**src/lsat_pkg.sv**
```systemverilog
// ----------------------------------------------------------------------------
// lsat_pkg
// Shared widths, types, reset values and register indexes for the largest
// marked square block.
// ----------------------------------------------------------------------------
`default_nettype none

package lsat_pkg;

    localparam int PIXEL_W   = 8;
    localparam int SIZE_W    = 7;
    localparam int END_W     = 6;
    localparam int FWIDTH_W  = 7;
    localparam int PADDR_W   = 3;
    localparam int PDATA_W   = 32;

    localparam int DEF_MAX_WIDTH  = 64;
    localparam int DEF_MAX_HEIGHT = 64;

    typedef logic [PIXEL_W-1:0]  pixel_t;
    typedef logic [SIZE_W-1:0]   size_t;
    typedef logic [END_W-1:0]    end_pos_t;
    typedef logic [FWIDTH_W-1:0] fwidth_t;

    localparam pixel_t  THRESHOLD_RESET = 8'd50;
    localparam fwidth_t FWIDTH_RESET    = 7'd27;
    localparam size_t   SIZE_MAX        = 7'd127;

    // Register index, taken from paddr[2].
    localparam logic REG_THRESHOLD   = 1'b0;
    localparam logic REG_FRAME_WIDTH = 1'b1;

endpackage

`default_nettype wire

```
**src/lsat_if.sv**
```systemverilog
// ----------------------------------------------------------------------------
// lsat_pixel_if / lsat_result_if
// Valid/ready channels for the pixel stream and the per-frame result.
// ----------------------------------------------------------------------------
`default_nettype none

interface lsat_pixel_if;
    import lsat_pkg::*;

    logic   valid;
    logic   ready;
    pixel_t pixel;
    logic   last_of_frame;

    modport source (output valid, output pixel, output last_of_frame, input ready);
    modport sink   (input valid, input pixel, input last_of_frame, output ready);
endinterface

interface lsat_result_if;
    import lsat_pkg::*;

    logic     valid;
    logic     ready;
    size_t    square_size;
    end_pos_t end_row;
    end_pos_t end_col;

    modport source (output valid, output square_size, output end_row, output end_col,
                    input ready);
    modport sink   (input valid, input square_size, input end_row, input end_col,
                    output ready);
endinterface

`default_nettype wire

```
**src/largest_square_above_threshold_unit.sv**
```systemverilog
// ----------------------------------------------------------------------------
// largest_square_above_threshold_unit
// Finds the largest square of above-threshold pixels in a raster-scanned frame.
// ----------------------------------------------------------------------------
// Use: pixels arrive on the pix channel in raster order, one transfer each,
// with last_of_frame set on the final pixel of the frame. A pixel is marked
// when it is strictly greater than the threshold register. When the final
// pixel has been processed, one transfer on the res channel gives the side of
// the largest all-marked square and the row and column of its bottom-right
// pixel; on a tie the later pixel wins, so an empty frame reports size 0 at
// the last pixel. No other pixel produces a result.
// Timing: a pixel is taken into an input register, and from there, once it
// may be processed, the recurrence (three-way minimum plus one) is evaluated
// and the state updated; the last pixel of a frame loads the result register.
// One pixel is taken every cycle; the only limit is the single-entry result
// register, which holds the intake of a further last pixel while a previous
// result waits for the receiver.
// Stalls: while the receiver holds res.ready low, ordinary pixels continue
// to flow until a second end-of-frame pixel, which then waits, blocks them.
// Reset: rst_n clears the pipeline, the frame position and the best-square
// tracking, and loads threshold 50 and frame width 27. The line buffer needs
// no clearing as the first row never reads it. The user must write registers
// over the APB port only while the block is idle; the block does not enforce it.
// ----------------------------------------------------------------------------
`default_nettype none

module largest_square_above_threshold_unit #(
    parameter int MAX_WIDTH  = lsat_pkg::DEF_MAX_WIDTH,
    parameter int MAX_HEIGHT = lsat_pkg::DEF_MAX_HEIGHT
) (
    input  wire                           clk,
    input  wire                           rst_n,
    lsat_pixel_if.sink                    pix,
    lsat_result_if.source                 res,
    input  wire                           psel,
    input  wire                           penable,
    input  wire                           pwrite,
    input  wire [lsat_pkg::PADDR_W-1:0]   paddr,
    input  wire [lsat_pkg::PDATA_W-1:0]   pwdata,
    output logic [lsat_pkg::PDATA_W-1:0]  prdata,
    output logic                          pready
);
    import lsat_pkg::*;

    localparam int CW  = $clog2(MAX_WIDTH);
    localparam int RW  = $clog2(MAX_HEIGHT);
    localparam int WW  = (CW + 1 > FWIDTH_W) ? CW + 1 : FWIDTH_W;
    localparam int CXW = (CW > END_W) ? CW : END_W;
    localparam int RXW = (RW > END_W) ? RW : END_W;

    // Configuration registers
    pixel_t  threshold_reg;
    fwidth_t frame_width_reg;

    // Input register
    logic    pix_valid_reg;
    pixel_t  pixel_reg;
    logic    last_reg;

    // Frame state
    logic [CW-1:0] col_reg, col_next;
    logic [RW-1:0] row_reg, row_next;
    size_t         left_reg, diag_reg, up_reg;
    size_t         best_size_reg, best_size_next;
    logic [RW-1:0] best_row_reg, best_row_next;
    logic [CW-1:0] best_col_reg, best_col_next;

    // Line buffer of the previous row's sides
    size_t row_sizes [MAX_WIDTH];

    // Result register
    logic     res_valid_reg;
    size_t    res_size_reg;
    end_pos_t res_row_reg;
    end_pos_t res_col_reg;

    logic          proc;
    logic          marked;
    size_t         up, diag, left, min_lu, min3, size;
    logic [WW-1:0] width_eff, fw_ext, max_w;
    logic          wrap;
    logic [CXW-1:0] col_ext;
    logic [RXW-1:0] row_ext;

    // ------------------------------------------------------------------
    // APB configuration port
    // ------------------------------------------------------------------
    assign pready = 1'b1;

    always_comb
    begin
        prdata = '0;
        case (paddr[2])
            REG_THRESHOLD:   prdata = PDATA_W'(threshold_reg);
            REG_FRAME_WIDTH: prdata = PDATA_W'(frame_width_reg);
            default:         prdata = '0;
        endcase
    end

    always_ff @(posedge clk or negedge rst_n)
    begin
        if (!rst_n)
        begin
            threshold_reg   <= THRESHOLD_RESET;
            frame_width_reg <= FWIDTH_RESET;
        end
        else if (psel && penable && pwrite)
        begin
            case (paddr[2])
                REG_THRESHOLD:   threshold_reg   <= pwdata[PIXEL_W-1:0];
                REG_FRAME_WIDTH: frame_width_reg <= pwdata[FWIDTH_W-1:0];
                default:         ;
            endcase
        end
    end

    // ------------------------------------------------------------------
    // Handshakes: the held pixel is processed unless it ends a frame and
    // the result register is occupied and not being taken.
    // ------------------------------------------------------------------
    assign proc      = pix_valid_reg && (!last_reg || !res_valid_reg || res.ready);
    assign pix.ready = !pix_valid_reg || proc;

    // ------------------------------------------------------------------
    // Recurrence
    // ------------------------------------------------------------------
    always_comb
    begin
        marked = pixel_reg > threshold_reg;
        up     = (row_reg != '0) ? up_reg : '0;
        diag   = (row_reg != '0 && col_reg != '0) ? diag_reg : '0;
        left   = (col_reg != '0) ? left_reg : '0;
        min_lu = (up < left) ? up : left;
        min3   = (diag < min_lu) ? diag : min_lu;
        if (!marked)
            size = '0;
        else if (min3 == SIZE_MAX)
            size = SIZE_MAX;
        else
            size = min3 + size_t'(1);

        if (size >= best_size_reg)
        begin
            best_size_next = size;
            best_row_next  = row_reg;
            best_col_next  = col_reg;
        end
        else
        begin
            best_size_next = best_size_reg;
            best_row_next  = best_row_reg;
            best_col_next  = best_col_reg;
        end

        // Effective row length: zero acts as one, and it is capped at the
        // line buffer depth.
        fw_ext = WW'(frame_width_reg);
        max_w  = WW'(MAX_WIDTH);
        if (frame_width_reg == '0)
            width_eff = WW'(1);
        else if (fw_ext > max_w)
            width_eff = max_w;
        else
            width_eff = fw_ext;
        wrap = (WW'(col_reg) + WW'(1)) >= width_eff;

        if (last_reg)
        begin
            col_next = '0;
            row_next = '0;
        end
        else if (wrap)
        begin
            col_next = '0;
            row_next = (row_reg < RW'(MAX_HEIGHT - 1)) ? row_reg + RW'(1) : row_reg;
        end
        else
        begin
            col_next = col_reg + CW'(1);
            row_next = row_reg;
        end

        col_ext = CXW'(best_col_next);
        row_ext = RXW'(best_row_next);
    end

    // ------------------------------------------------------------------
    // Line buffer: written at the current column, read one pixel ahead so
    // that the up value is registered in time. A one-pixel row reads back
    // the entry it has just written, which the bypass covers.
    // ------------------------------------------------------------------
    always_ff @(posedge clk)
    begin
        if (proc)
        begin
            row_sizes[col_reg] <= size;
            if (col_next == col_reg)
                up_reg <= size;
            else
                up_reg <= row_sizes[col_next];
        end
    end

    // ------------------------------------------------------------------
    // Pipeline and frame state
    // ------------------------------------------------------------------
    always_ff @(posedge clk)
    begin
        if (pix.valid && pix.ready)
        begin
            pixel_reg <= pix.pixel;
            last_reg  <= pix.last_of_frame;
        end
        if (proc && last_reg)
        begin
            res_size_reg <= best_size_next;
            res_row_reg  <= row_ext[END_W-1:0];
            res_col_reg  <= col_ext[END_W-1:0];
        end
    end

    always_ff @(posedge clk or negedge rst_n)
    begin
        if (!rst_n)
        begin
            pix_valid_reg <= 1'b0;
            res_valid_reg <= 1'b0;
            col_reg       <= '0;
            row_reg       <= '0;
            left_reg      <= '0;
            diag_reg      <= '0;
            best_size_reg <= '0;
            best_row_reg  <= '0;
            best_col_reg  <= '0;
        end
        else
        begin
            if (pix.ready)
                pix_valid_reg <= pix.valid;

            if (proc && last_reg)
                res_valid_reg <= 1'b1;
            else if (res.ready)
                res_valid_reg <= 1'b0;

            if (proc)
            begin
                col_reg <= col_next;
                row_reg <= row_next;
                if (last_reg)
                begin
                    left_reg      <= '0;
                    diag_reg      <= '0;
                    best_size_reg <= '0;
                    best_row_reg  <= '0;
                    best_col_reg  <= '0;
                end
                else
                begin
                    left_reg      <= size;
                    diag_reg      <= up;
                    best_size_reg <= best_size_next;
                    best_row_reg  <= best_row_next;
                    best_col_reg  <= best_col_next;
                end
            end
        end
    end

    assign res.valid       = res_valid_reg;
    assign res.square_size = res_size_reg;
    assign res.end_row     = res_row_reg;
    assign res.end_col     = res_col_reg;

endmodule

`default_nettype wire

```
**src/flat_wrapper.sv**
```systemverilog
// flat-port wrapper written by rule: the top's interface ports become plain ports
module largest_square_above_threshold_unit_flat import lsat_pkg::*;
#(
    parameter int MAX_WIDTH  = lsat_pkg::DEF_MAX_WIDTH,
    parameter int MAX_HEIGHT = lsat_pkg::DEF_MAX_HEIGHT
)
  (clk, rst_n, psel, penable, pwrite, paddr, pwdata, prdata, pready, pix_valid, pix_pixel, pix_last_of_frame, pix_ready, res_valid, res_square_size, res_end_row, res_end_col, res_ready);
  lsat_pixel_if pix_i ();
  lsat_result_if res_i ();
  input  wire clk;
  input  wire rst_n;
  input  wire psel;
  input  wire penable;
  input  wire pwrite;
  input  wire [lsat_pkg::PADDR_W-1:0] paddr;
  input  wire [lsat_pkg::PDATA_W-1:0] pwdata;
  output logic [lsat_pkg::PDATA_W-1:0] prdata;
  output logic pready;
  input wire logic [$bits(pix_i.valid)-1:0] pix_valid;
  input wire logic [$bits(pix_i.pixel)-1:0] pix_pixel;
  input wire logic [$bits(pix_i.last_of_frame)-1:0] pix_last_of_frame;
  output wire logic [$bits(pix_i.ready)-1:0] pix_ready;
  output wire logic [$bits(res_i.valid)-1:0] res_valid;
  output wire logic [$bits(res_i.square_size)-1:0] res_square_size;
  output wire logic [$bits(res_i.end_row)-1:0] res_end_row;
  output wire logic [$bits(res_i.end_col)-1:0] res_end_col;
  input wire logic [$bits(res_i.ready)-1:0] res_ready;
  assign pix_i.valid = pix_valid;
  assign pix_i.pixel = pix_pixel;
  assign pix_i.last_of_frame = pix_last_of_frame;
  assign pix_ready = pix_i.ready;
  assign res_valid = res_i.valid;
  assign res_square_size = res_i.square_size;
  assign res_end_row = res_i.end_row;
  assign res_end_col = res_i.end_col;
  assign res_i.ready = res_ready;
  largest_square_above_threshold_unit #(.MAX_WIDTH(MAX_WIDTH), .MAX_HEIGHT(MAX_HEIGHT)) u_core (.clk(clk), .rst_n(rst_n), .pix(pix_i), .res(res_i), .psel(psel), .penable(penable), .pwrite(pwrite), .paddr(paddr), .pwdata(pwdata), .prdata(prdata), .pready(pready));
endmodule
```
**config.mk**
```make
export PLATFORM = sky130hd
export DESIGN_NAME = largest_square_above_threshold_unit_flat
export DESIGN_NICKNAME = d
export VERILOG_FILES = /design/src/lsat_pkg.sv /design/src/lsat_if.sv /design/src/largest_square_above_threshold_unit.sv /design/src/flat_wrapper.sv
export SDC_FILE = /design/constraint.sdc
export NUM_CORES = 1
export LEC_CHECK = 0
export BUFFER_PORTS_ARGS = -buffer_cell sky130_fd_sc_hd__buf_2
export CORE_MARGIN = 2
export CORE_UTILIZATION = 45
export CTS_CLUSTER_DIAMETER = 30
export DETAILED_ROUTE_END_ITERATION = 16
export GPL_ROUTABILITY_DRIVEN = 0
export PLACE_DENSITY = 0.75
export SETUP_SLACK_MARGIN = 0.1
export SLEW_MARGIN = 20
export SYNTH_ARGS = -nofsm -noshare
export SYNTH_HDL_FRONTEND = slang
export SYNTH_SLANG_ARGS = --single-unit
export TNS_END_PERCENT = 100
```
**constraint.sdc**
```tcl
create_clock -name clk -period 9.1 [get_ports clk]
set_input_delay 1.365 -clock clk [delete_from_list [all_inputs] [get_ports clk]]
set_output_delay 1.365 -clock clk [all_outputs]
set_load 0.1 [all_outputs]
```
Yosys cells after proc, flatten, opt, wreduce, memory -nomap -nowiden --
Memory sizes are Yosys's and may differ from the RTL's. A register that Yosys moved wholly into a read port is not among the register bits. Index checks and enable logic that the tools add are counted.
Word-level totals: bits of input ports 51, logic and storage cells 78, bits in read-only memories 0, bits in latches 0, memories 1, bits in registers 90, RAM bits 448
Operators by class: multiplexer cells 27, add/subtract/negate cells 4, bitwise operators 1, order comparisons 7, multipliers 0, reduce and logical (&&, ||, !) cells 21, divide/modulo/power cells 0, equal/unequal tests 1, shifts and indexed selects 0
Memories:
- u_core.row_sizes | depth 64, bits a word 7, rd ports 1, clocked after Yosys merged registers in 1, write ports 1, RTL line largest_square_above_threshold_unit.sv:69 | size_t row_sizes [MAX_WIDTH];
Operator list (number):
- $mux 7 | 13
- $pmux 32 s2 | 1
- $mux 6 | 9
- $ge 7x7->1 | 2
- $lt 7x7->1 | 2
- $add 6x1->6 const B | 2
- $reduce_bool 6->1 | 2
- $gt 8x8->1 | 1
- $add 6x1->7 const B | 1
- $add 7x1->7 const B | 1
- $eq 7x7->1 const B | 1
- $gt 7x7->1 const B | 1
- $logic_not 7->1 | 1
- $logic_and 1x1->1 | 6
- $lt 6x6->1 const B | 1
- $reduce_bool 2->1 | 3
- $mux 1 | 4
- $reduce_and 2->1 | 2
- $logic_not 1->1 | 3
- $logic_or 1x1->1 | 3
- $reduce_and 3->1 | 1
- $not 1->1 | 1

Longest topological paths before layout --
word-level depth 12, mapped depth 40, depth with buffers taken out 33

Worst setup path before layout --
OpenSTA, ideal clock, no wires.
kind register to register, from register u_core.col_reg[0], to register u_core.res_size_reg[6] (netlist: u_core.res.square_size[6]), data pin, clock period less this slack 9.838 ns, arrival time 9.571 ns, path slack -0.738 ns, cell stages (with the launch flop) 40, data required time 8.833 ns, setup time 0.267 ns, cells stage by stage dfrtp_1 -> clkbuf_1 -> inv_1 -> clkbuf_1 -> clkbuf_1 -> ha_1 -> nand2_1 -> clkbuf_1 -> nand2_1 -> ha_1 -> a21o_1 -> maj3_2 -> a211o_2 -> buf_2 -> clkbuf_1 -> nor2_1 -> a31oi_1 -> ha_1 -> [... 4 more ...] -> mux2i_1 -> mux2i_1 -> ha_1 -> nand2_2 -> or3_1 -> buf_6 -> a21o_1 -> inv_1 -> ha_1 -> a21o_1 -> a21o_1 -> a21o_1 -> a21o_1 -> a21o_1 -> a21oi_1 -> clkbuf_1 -> clkbuf_1 -> o21ai_0
On the way: longest elaborated chain between the ends 11
RTL lines:
- start: declaration | RTL line largest_square_above_threshold_unit.sv:61 | logic [CW-1:0] col_reg, col_next;
- start signal: assignment | RTL line largest_square_above_threshold_unit.sv:248 | col_reg <= col_next;
- $reduce_bool 6->1 (*) | RTL line largest_square_above_threshold_unit.sv:131, largest_square_above_threshold_unit.sv:132
- $mux 7 | RTL line largest_square_above_threshold_unit.sv:132 | left = (col_reg != '0) ? left_reg : '0;
- $lt 7x7->1 | RTL line largest_square_above_threshold_unit.sv:133 | min_lu = (up < left) ? up : left;
- $mux 7 | RTL line largest_square_above_threshold_unit.sv:133
- $lt 7x7->1 | RTL line largest_square_above_threshold_unit.sv:134 | min3 = (diag < min_lu) ? diag : min_lu;
- $mux 7 (*) | RTL line largest_square_above_threshold_unit.sv:134
- $add 7x1->7 / $eq 7x7->1 (equally long branches) | RTL line largest_square_above_threshold_unit.sv:140, largest_square_above_threshold_unit.sv:137
- $mux 7 (*) | RTL line largest_square_above_threshold_unit.sv:137 | else if (min3 == SIZE_MAX)
- $mux 7 (*) | RTL line largest_square_above_threshold_unit.sv:135 | if (!marked)
- net u_core.size[1] | RTL line largest_square_above_threshold_unit.sv:79 | size_t up, diag, left, min_lu, min3, size;
- $ge 7x7->1 (*) | RTL line largest_square_above_threshold_unit.sv:142 | if (size >= best_size_reg)
- $mux 7 (*) | RTL line largest_square_above_threshold_unit.sv:142
- net u_core.best_size_next[6] | RTL line largest_square_above_threshold_unit.sv:64 | size_t best_size_reg, best_size_next;
- end signal: assignment | RTL line largest_square_above_threshold_unit.sv:216 | res_size_reg <= best_size_next;
- end: declaration | RTL line largest_square_above_threshold_unit.sv:73 | size_t res_size_reg;
Mark *: on every way through the listed nets, which the timed path passes. The rest lies on a longest branch. A chain may end at the register's enable or synchronous reset.

Final worst setup path --
from register u_core.row_reg[4], to register u_core.best_row_reg[2]
On the way: longest elaborated chain between the ends 12
RTL lines:
- start: declaration | RTL line largest_square_above_threshold_unit.sv:62 | logic [RW-1:0] row_reg, row_next;
- start signal: assignment | RTL line largest_square_above_threshold_unit.sv:249 | row_reg <= row_next;
- $reduce_bool 6->1 (*) | RTL line largest_square_above_threshold_unit.sv:130, largest_square_above_threshold_unit.sv:131
- $mux 7 | RTL line largest_square_above_threshold_unit.sv:130 | up = (row_reg != '0) ? up_reg : '0;
- $lt 7x7->1 | RTL line largest_square_above_threshold_unit.sv:133
- $mux 7 | RTL line largest_square_above_threshold_unit.sv:133
- $lt 7x7->1 | RTL line largest_square_above_threshold_unit.sv:134
- $mux 7 (*) | RTL line largest_square_above_threshold_unit.sv:134
- $add 7x1->7 / $eq 7x7->1 (equally long branches) | RTL line largest_square_above_threshold_unit.sv:140, largest_square_above_threshold_unit.sv:137
- $mux 7 (*) | RTL line largest_square_above_threshold_unit.sv:137
- $mux 7 (*) | RTL line largest_square_above_threshold_unit.sv:135
- $ge 7x7->1 (*) | RTL line largest_square_above_threshold_unit.sv:142
- $mux 6 (*) | RTL line largest_square_above_threshold_unit.sv:142
- net u_core.best_row_next[2] | RTL line largest_square_above_threshold_unit.sv:65 | logic [RW-1:0] best_row_reg, best_row_next;
- $mux 6 (*) | RTL line largest_square_above_threshold_unit.sv:250 | if (last_reg)
- end signal: assignment | RTL line largest_square_above_threshold_unit.sv:263 | best_row_reg <= best_row_next;
- end: declaration | RTL line largest_square_above_threshold_unit.sv:65
Marked as above.

==> metrics.txt <==
number of warning messages in the yosys log=0; maximum VDD drop=0.358 mV; Worst Reg-to-Reg Cells=33; source-to-sink clock delay at the later pin of the worst-skew pair=0.66 ns; Die W=234 um; count of state elements after synthesis=545; Diodes inserted=0; clock net sink count=545; standby leakage power=0.0104 uW; setup_tns=0 ns; switching share of power=35.4%; PortBufs=53; Reg area=16100 um^2; Worst Setup Start Kind=flop; part of the power in registers=32.0%; number of fill cells in the layout=4046; Die Ht=234 um; cell accounting for the most synthesized area=sky130_fd_sc_hd__edfxtp_1; min-delay worst type=reg -> reg; Synth area leaders=sky130_fd_sc_hd__edfxtp_1 61%, sky130_fd_sc_hd__nand2_1 6.4%, sky130_fd_sc_hd__dfrtp_1 5.8%; design internal power=6680 uW; most frequent CP cell=sky130_fd_sc_hd__a21o_1; Avg Vias per Cell=6.08; Net Switching=3660 uW; Unique masters post-synth=78; Final Net Count=2107; number of ports placed on the die boundary=105; min cycle time layout=8.60 ns; cells after synthesis=1928; outcome=finished clean; total vias in the final route=17000; initial antenna violation count=0; area taken by multi-input logic gates=7120 um^2; overall die area=54700 um^2; floorplan core area=52400 um^2; Slew Limit Headroom=27.5%; kind of end point of the critical path=flop; critical path's slowest cell=sky130_fd_sc_hd__a211o_2; data required time of the critical path=9.63 ns; largest driver fanout on the critical path=23; layout cell share with drive strength beyond 1=15.4%; maximum number of pins on one net before global-route repair=119; number of flops mapped to enable cells by yosys=483; effective utilization at floorplan=45.3%; max-slew violations=0; global routing's busiest layer=met2; fraction of met3 tracks used by global routing=6.10%; combinational share of power=30.6%; clock-pin slew on the worst setup and hold paths=0.04 ns; number of iterations in the first detailed-routing pass=10; detailed-route wire length per cell=23.1 um; Longest Clk Path Bufs=3; clock buffer count from CTS=109; number of design-rule violations left by the first detailed-router iteration=2413; share of power burned in the clock network=37.4%; reported max-cap violation count=0; CTS tree=done; Root Driver=sky130_fd_sc_hd__clkbuf_16; arrival time reported for the critical path endpoint=9.13 ns; family with the most delay on the worst path=compound AO/OA/AOI/OAI gates; crit path kind=reg -> reg; power density cells=364 nW/um^2; mean area per synthesized cell=12.3 um^2; final setup violation count=0; Syn-to-layout area delta=19.5%; post-synthesis sequential area ratio=67.5%; actual transition at the worst max-transition pin=1.06 ns; Hold Path Origin=u_core.diag_reg[1]; share of the synthesized area in the top cell type=61.0%; HPWL reported at the end of detailed placement=36400 um; ys flop type=sky130_fd_sc_hd__edfxtp_1; Reg-to-Reg End=u_core.best_row_reg[2]; final clock period utilization by the worst path=94.5%; critical register-to-register path startpoint=u_core.row_reg[4]; first-pass GRT wire length=97800 um; Max Clock Skew=0.0383 ns; GR met1 Demand/Resource=29.9%; Post-route DRC=0; proportion of synthesized flip-flops having asynchronous set or reset=11.4%; Largest register FFs=448; Detailed Route WL=64600 um; buffers and inverters on the worst path=3; area of all placed cells without fillers=28400 um^2; hold buffer count at cts=0; final hold violations=0; highest clock frequency the design can meet=116 MHz; cell area after placement=24800 um^2; largest stage delay on the critical path=0.52 ns; global route total overflow=0; worst hold slack=0.482 ns; setup repair after global routing missed its margin=false; end point of the worst hold path=u_core.diag_reg[1]; CTS HTree Levels=3; met2 global-route usage=37.9%; Reg2Reg Setup Slack=0.50 ns; vias in the first global route=16800; Netlist Area Pre-Place=23800 um^2; number of nets with antenna violations after detailed routing=0; Std-Cell Rows=84; overall fraction of global-route tracks in use=23.6%; number of cells on the worst hold path=2
## power by group through the flow
| stage | sequential (uW) | combinational, uW | clock, uW |
|---|---|---|---|
| after floorplan | 3450 | 1930 | 0 |
| after global placement | 3340 | 2840 | 0 |
| after detailed placement | 3350 | 2930 | 0 |
| after CTS | 3310 | 2970 | 3890 |
| after global routing | 3320 | 3350 | 4020 |
| final | 3320 | 3160 | 3870 |
## worst reg2reg max path, delay by kind of cell, from the launching register on
| kind | cells | cell delay (ns) |
|---|---|---|
| AOI/OAI and AO/OA | 15 | 3.37 |
| and+or+nand+nor | 7 | 1.77 |
| DFF | 1 | 0.44 |
| muxes | 3 | 0.91 |
| buffers and inverters | 3 | 0.43 |
| adders and majority gates | 5 | 1.57 |
## logic make-up after synthesis
kind of cell / share of synthesized area [%]
other: 0.0316
adders and majority gates: 1.99
and+or+nand+nor: 13.9
DFF: 67.5
muxes: 3.21
AOI/OAI and AO/OA: 9.71
buffers and inverters: 3.33
xor gates and xnor gates: 0.331
## repair_timing
item,4_1_cts,5_1_grt
resized for setup,0,1
buffers inserted,0,1
setup endpoints to repair,0,37
## worst max path at each step
| stage | startpoint | end | slack [ns] | cells after the start |
|---|---|---|---|---|
| 3_3_place_gp | u_core.row_reg[4] | u_core.best_col_reg[4] | 0.63 | 32 |
| 5_1_grt | u_core.row_reg[4] | u_core.best_row_reg[3] | 0.19 | 33 |
| 4_1_cts | u_core.row_reg[4] | u_core.best_row_reg[2] | 0.28 | 32 |
| 2_1_floorplan | u_core.col_reg[0] | u_core.res.square_size[4] | 0.13 | 38 |
| 6_report | u_core.row_reg[4] | u_core.best_row_reg[2] | 0.50 | 33 |
| 3_5_place_dp | u_core.row_reg[4] | u_core.best_row_reg[2] | 0.36 | 32 |
## layer usage
layer	up-vias	share of wire [%]
met5	-	0
met4	0	4.7
met3	219	11
met2	1104	47
met1	8334	37
li1	7338	-
## placed cells by master, fill, tap and decap left out, types with 41 or more instances in the layout
cell,synthesis,routed
sky130_fd_sc_hd__clkbuf_16,0,109
sky130_fd_sc_hd__nand2_1,403,403
sky130_fd_sc_hd__a21oi_1,54,53
sky130_fd_sc_hd__edfxtp_1,483,483
sky130_fd_sc_hd__nand3_1,114,114
sky130_fd_sc_hd__nor2_1,117,116
sky130_fd_sc_hd__mux2i_1,41,41
sky130_fd_sc_hd__buf_2,21,53
sky130_fd_sc_hd__dfrtp_1,55,54
sky130_fd_sc_hd__o21ai_0,68,67
## Yosys cell counts (6+ instances only)
master	n
sky130_fd_sc_hd__a21oi_1	54
sky130_fd_sc_hd__buf_2	21
sky130_fd_sc_hd__o21ai_1	7
sky130_fd_sc_hd__a32oi_1	10
sky130_fd_sc_hd__and3_1	26
sky130_fd_sc_hd__dfrtp_1	55
sky130_fd_sc_hd__nor2_1	117
sky130_fd_sc_hd__o211ai_1	18
sky130_fd_sc_hd__buf_4	25
sky130_fd_sc_hd__nor3_1	28
sky130_fd_sc_hd__a31oi_1	34
sky130_fd_sc_hd__mux2i_1	41
sky130_fd_sc_hd__a21o_1	17
sky130_fd_sc_hd__o2111ai_1	7
sky130_fd_sc_hd__ha_1	37
sky130_fd_sc_hd__a22o_1	15
sky130_fd_sc_hd__dfstp_2	7
sky130_fd_sc_hd__a311oi_1	23
sky130_fd_sc_hd__mux2_2	29
sky130_fd_sc_hd__nand3_1	114
sky130_fd_sc_hd__a211oi_1	9
sky130_fd_sc_hd__o22ai_1	6
sky130_fd_sc_hd__a32o_1	6
sky130_fd_sc_hd__o21ai_0	68
sky130_fd_sc_hd__edfxtp_1	483
sky130_fd_sc_hd__or3_1	10
sky130_fd_sc_hd__nand2_1	403
sky130_fd_sc_hd__inv_1	42
sky130_fd_sc_hd__o311ai_0	13
sky130_fd_sc_hd__buf_1	12
sky130_fd_sc_hd__nor4_1	11
sky130_fd_sc_hd__nand4_1	18
sky130_fd_sc_hd__clkbuf_1	74
## metrics by stage
| step | utilization, % | setup WS (ns) | total power [uW] | std cells |
|---|---|---|---|---|
| floorplan | - | 0.128 | 5370 | 1951 |
| global placement | 47.2 | 0.630 | 6180 | 2594 |
| detailed placement | 47.2 | 0.364 | 6290 | 2594 |
| CTS | 54.1 | 0.275 | 10200 | 2791 |
| global route | 54.2 | 0.195 | 10700 | 2793 |
| finish | 54.2 | 0.502 | 10300 | 2793 |
## final cells by class
class	instances	area share (%)
sequential	545	56.5
multi-input combinational	1230	25.0
clock buffer	120	9.78
tap	688	3.03
clock inverter	77	2.97
timing repair buffer	89	2.06
inverter	44	0.612
No activity file was read; power rests on OpenSTA's default activity.
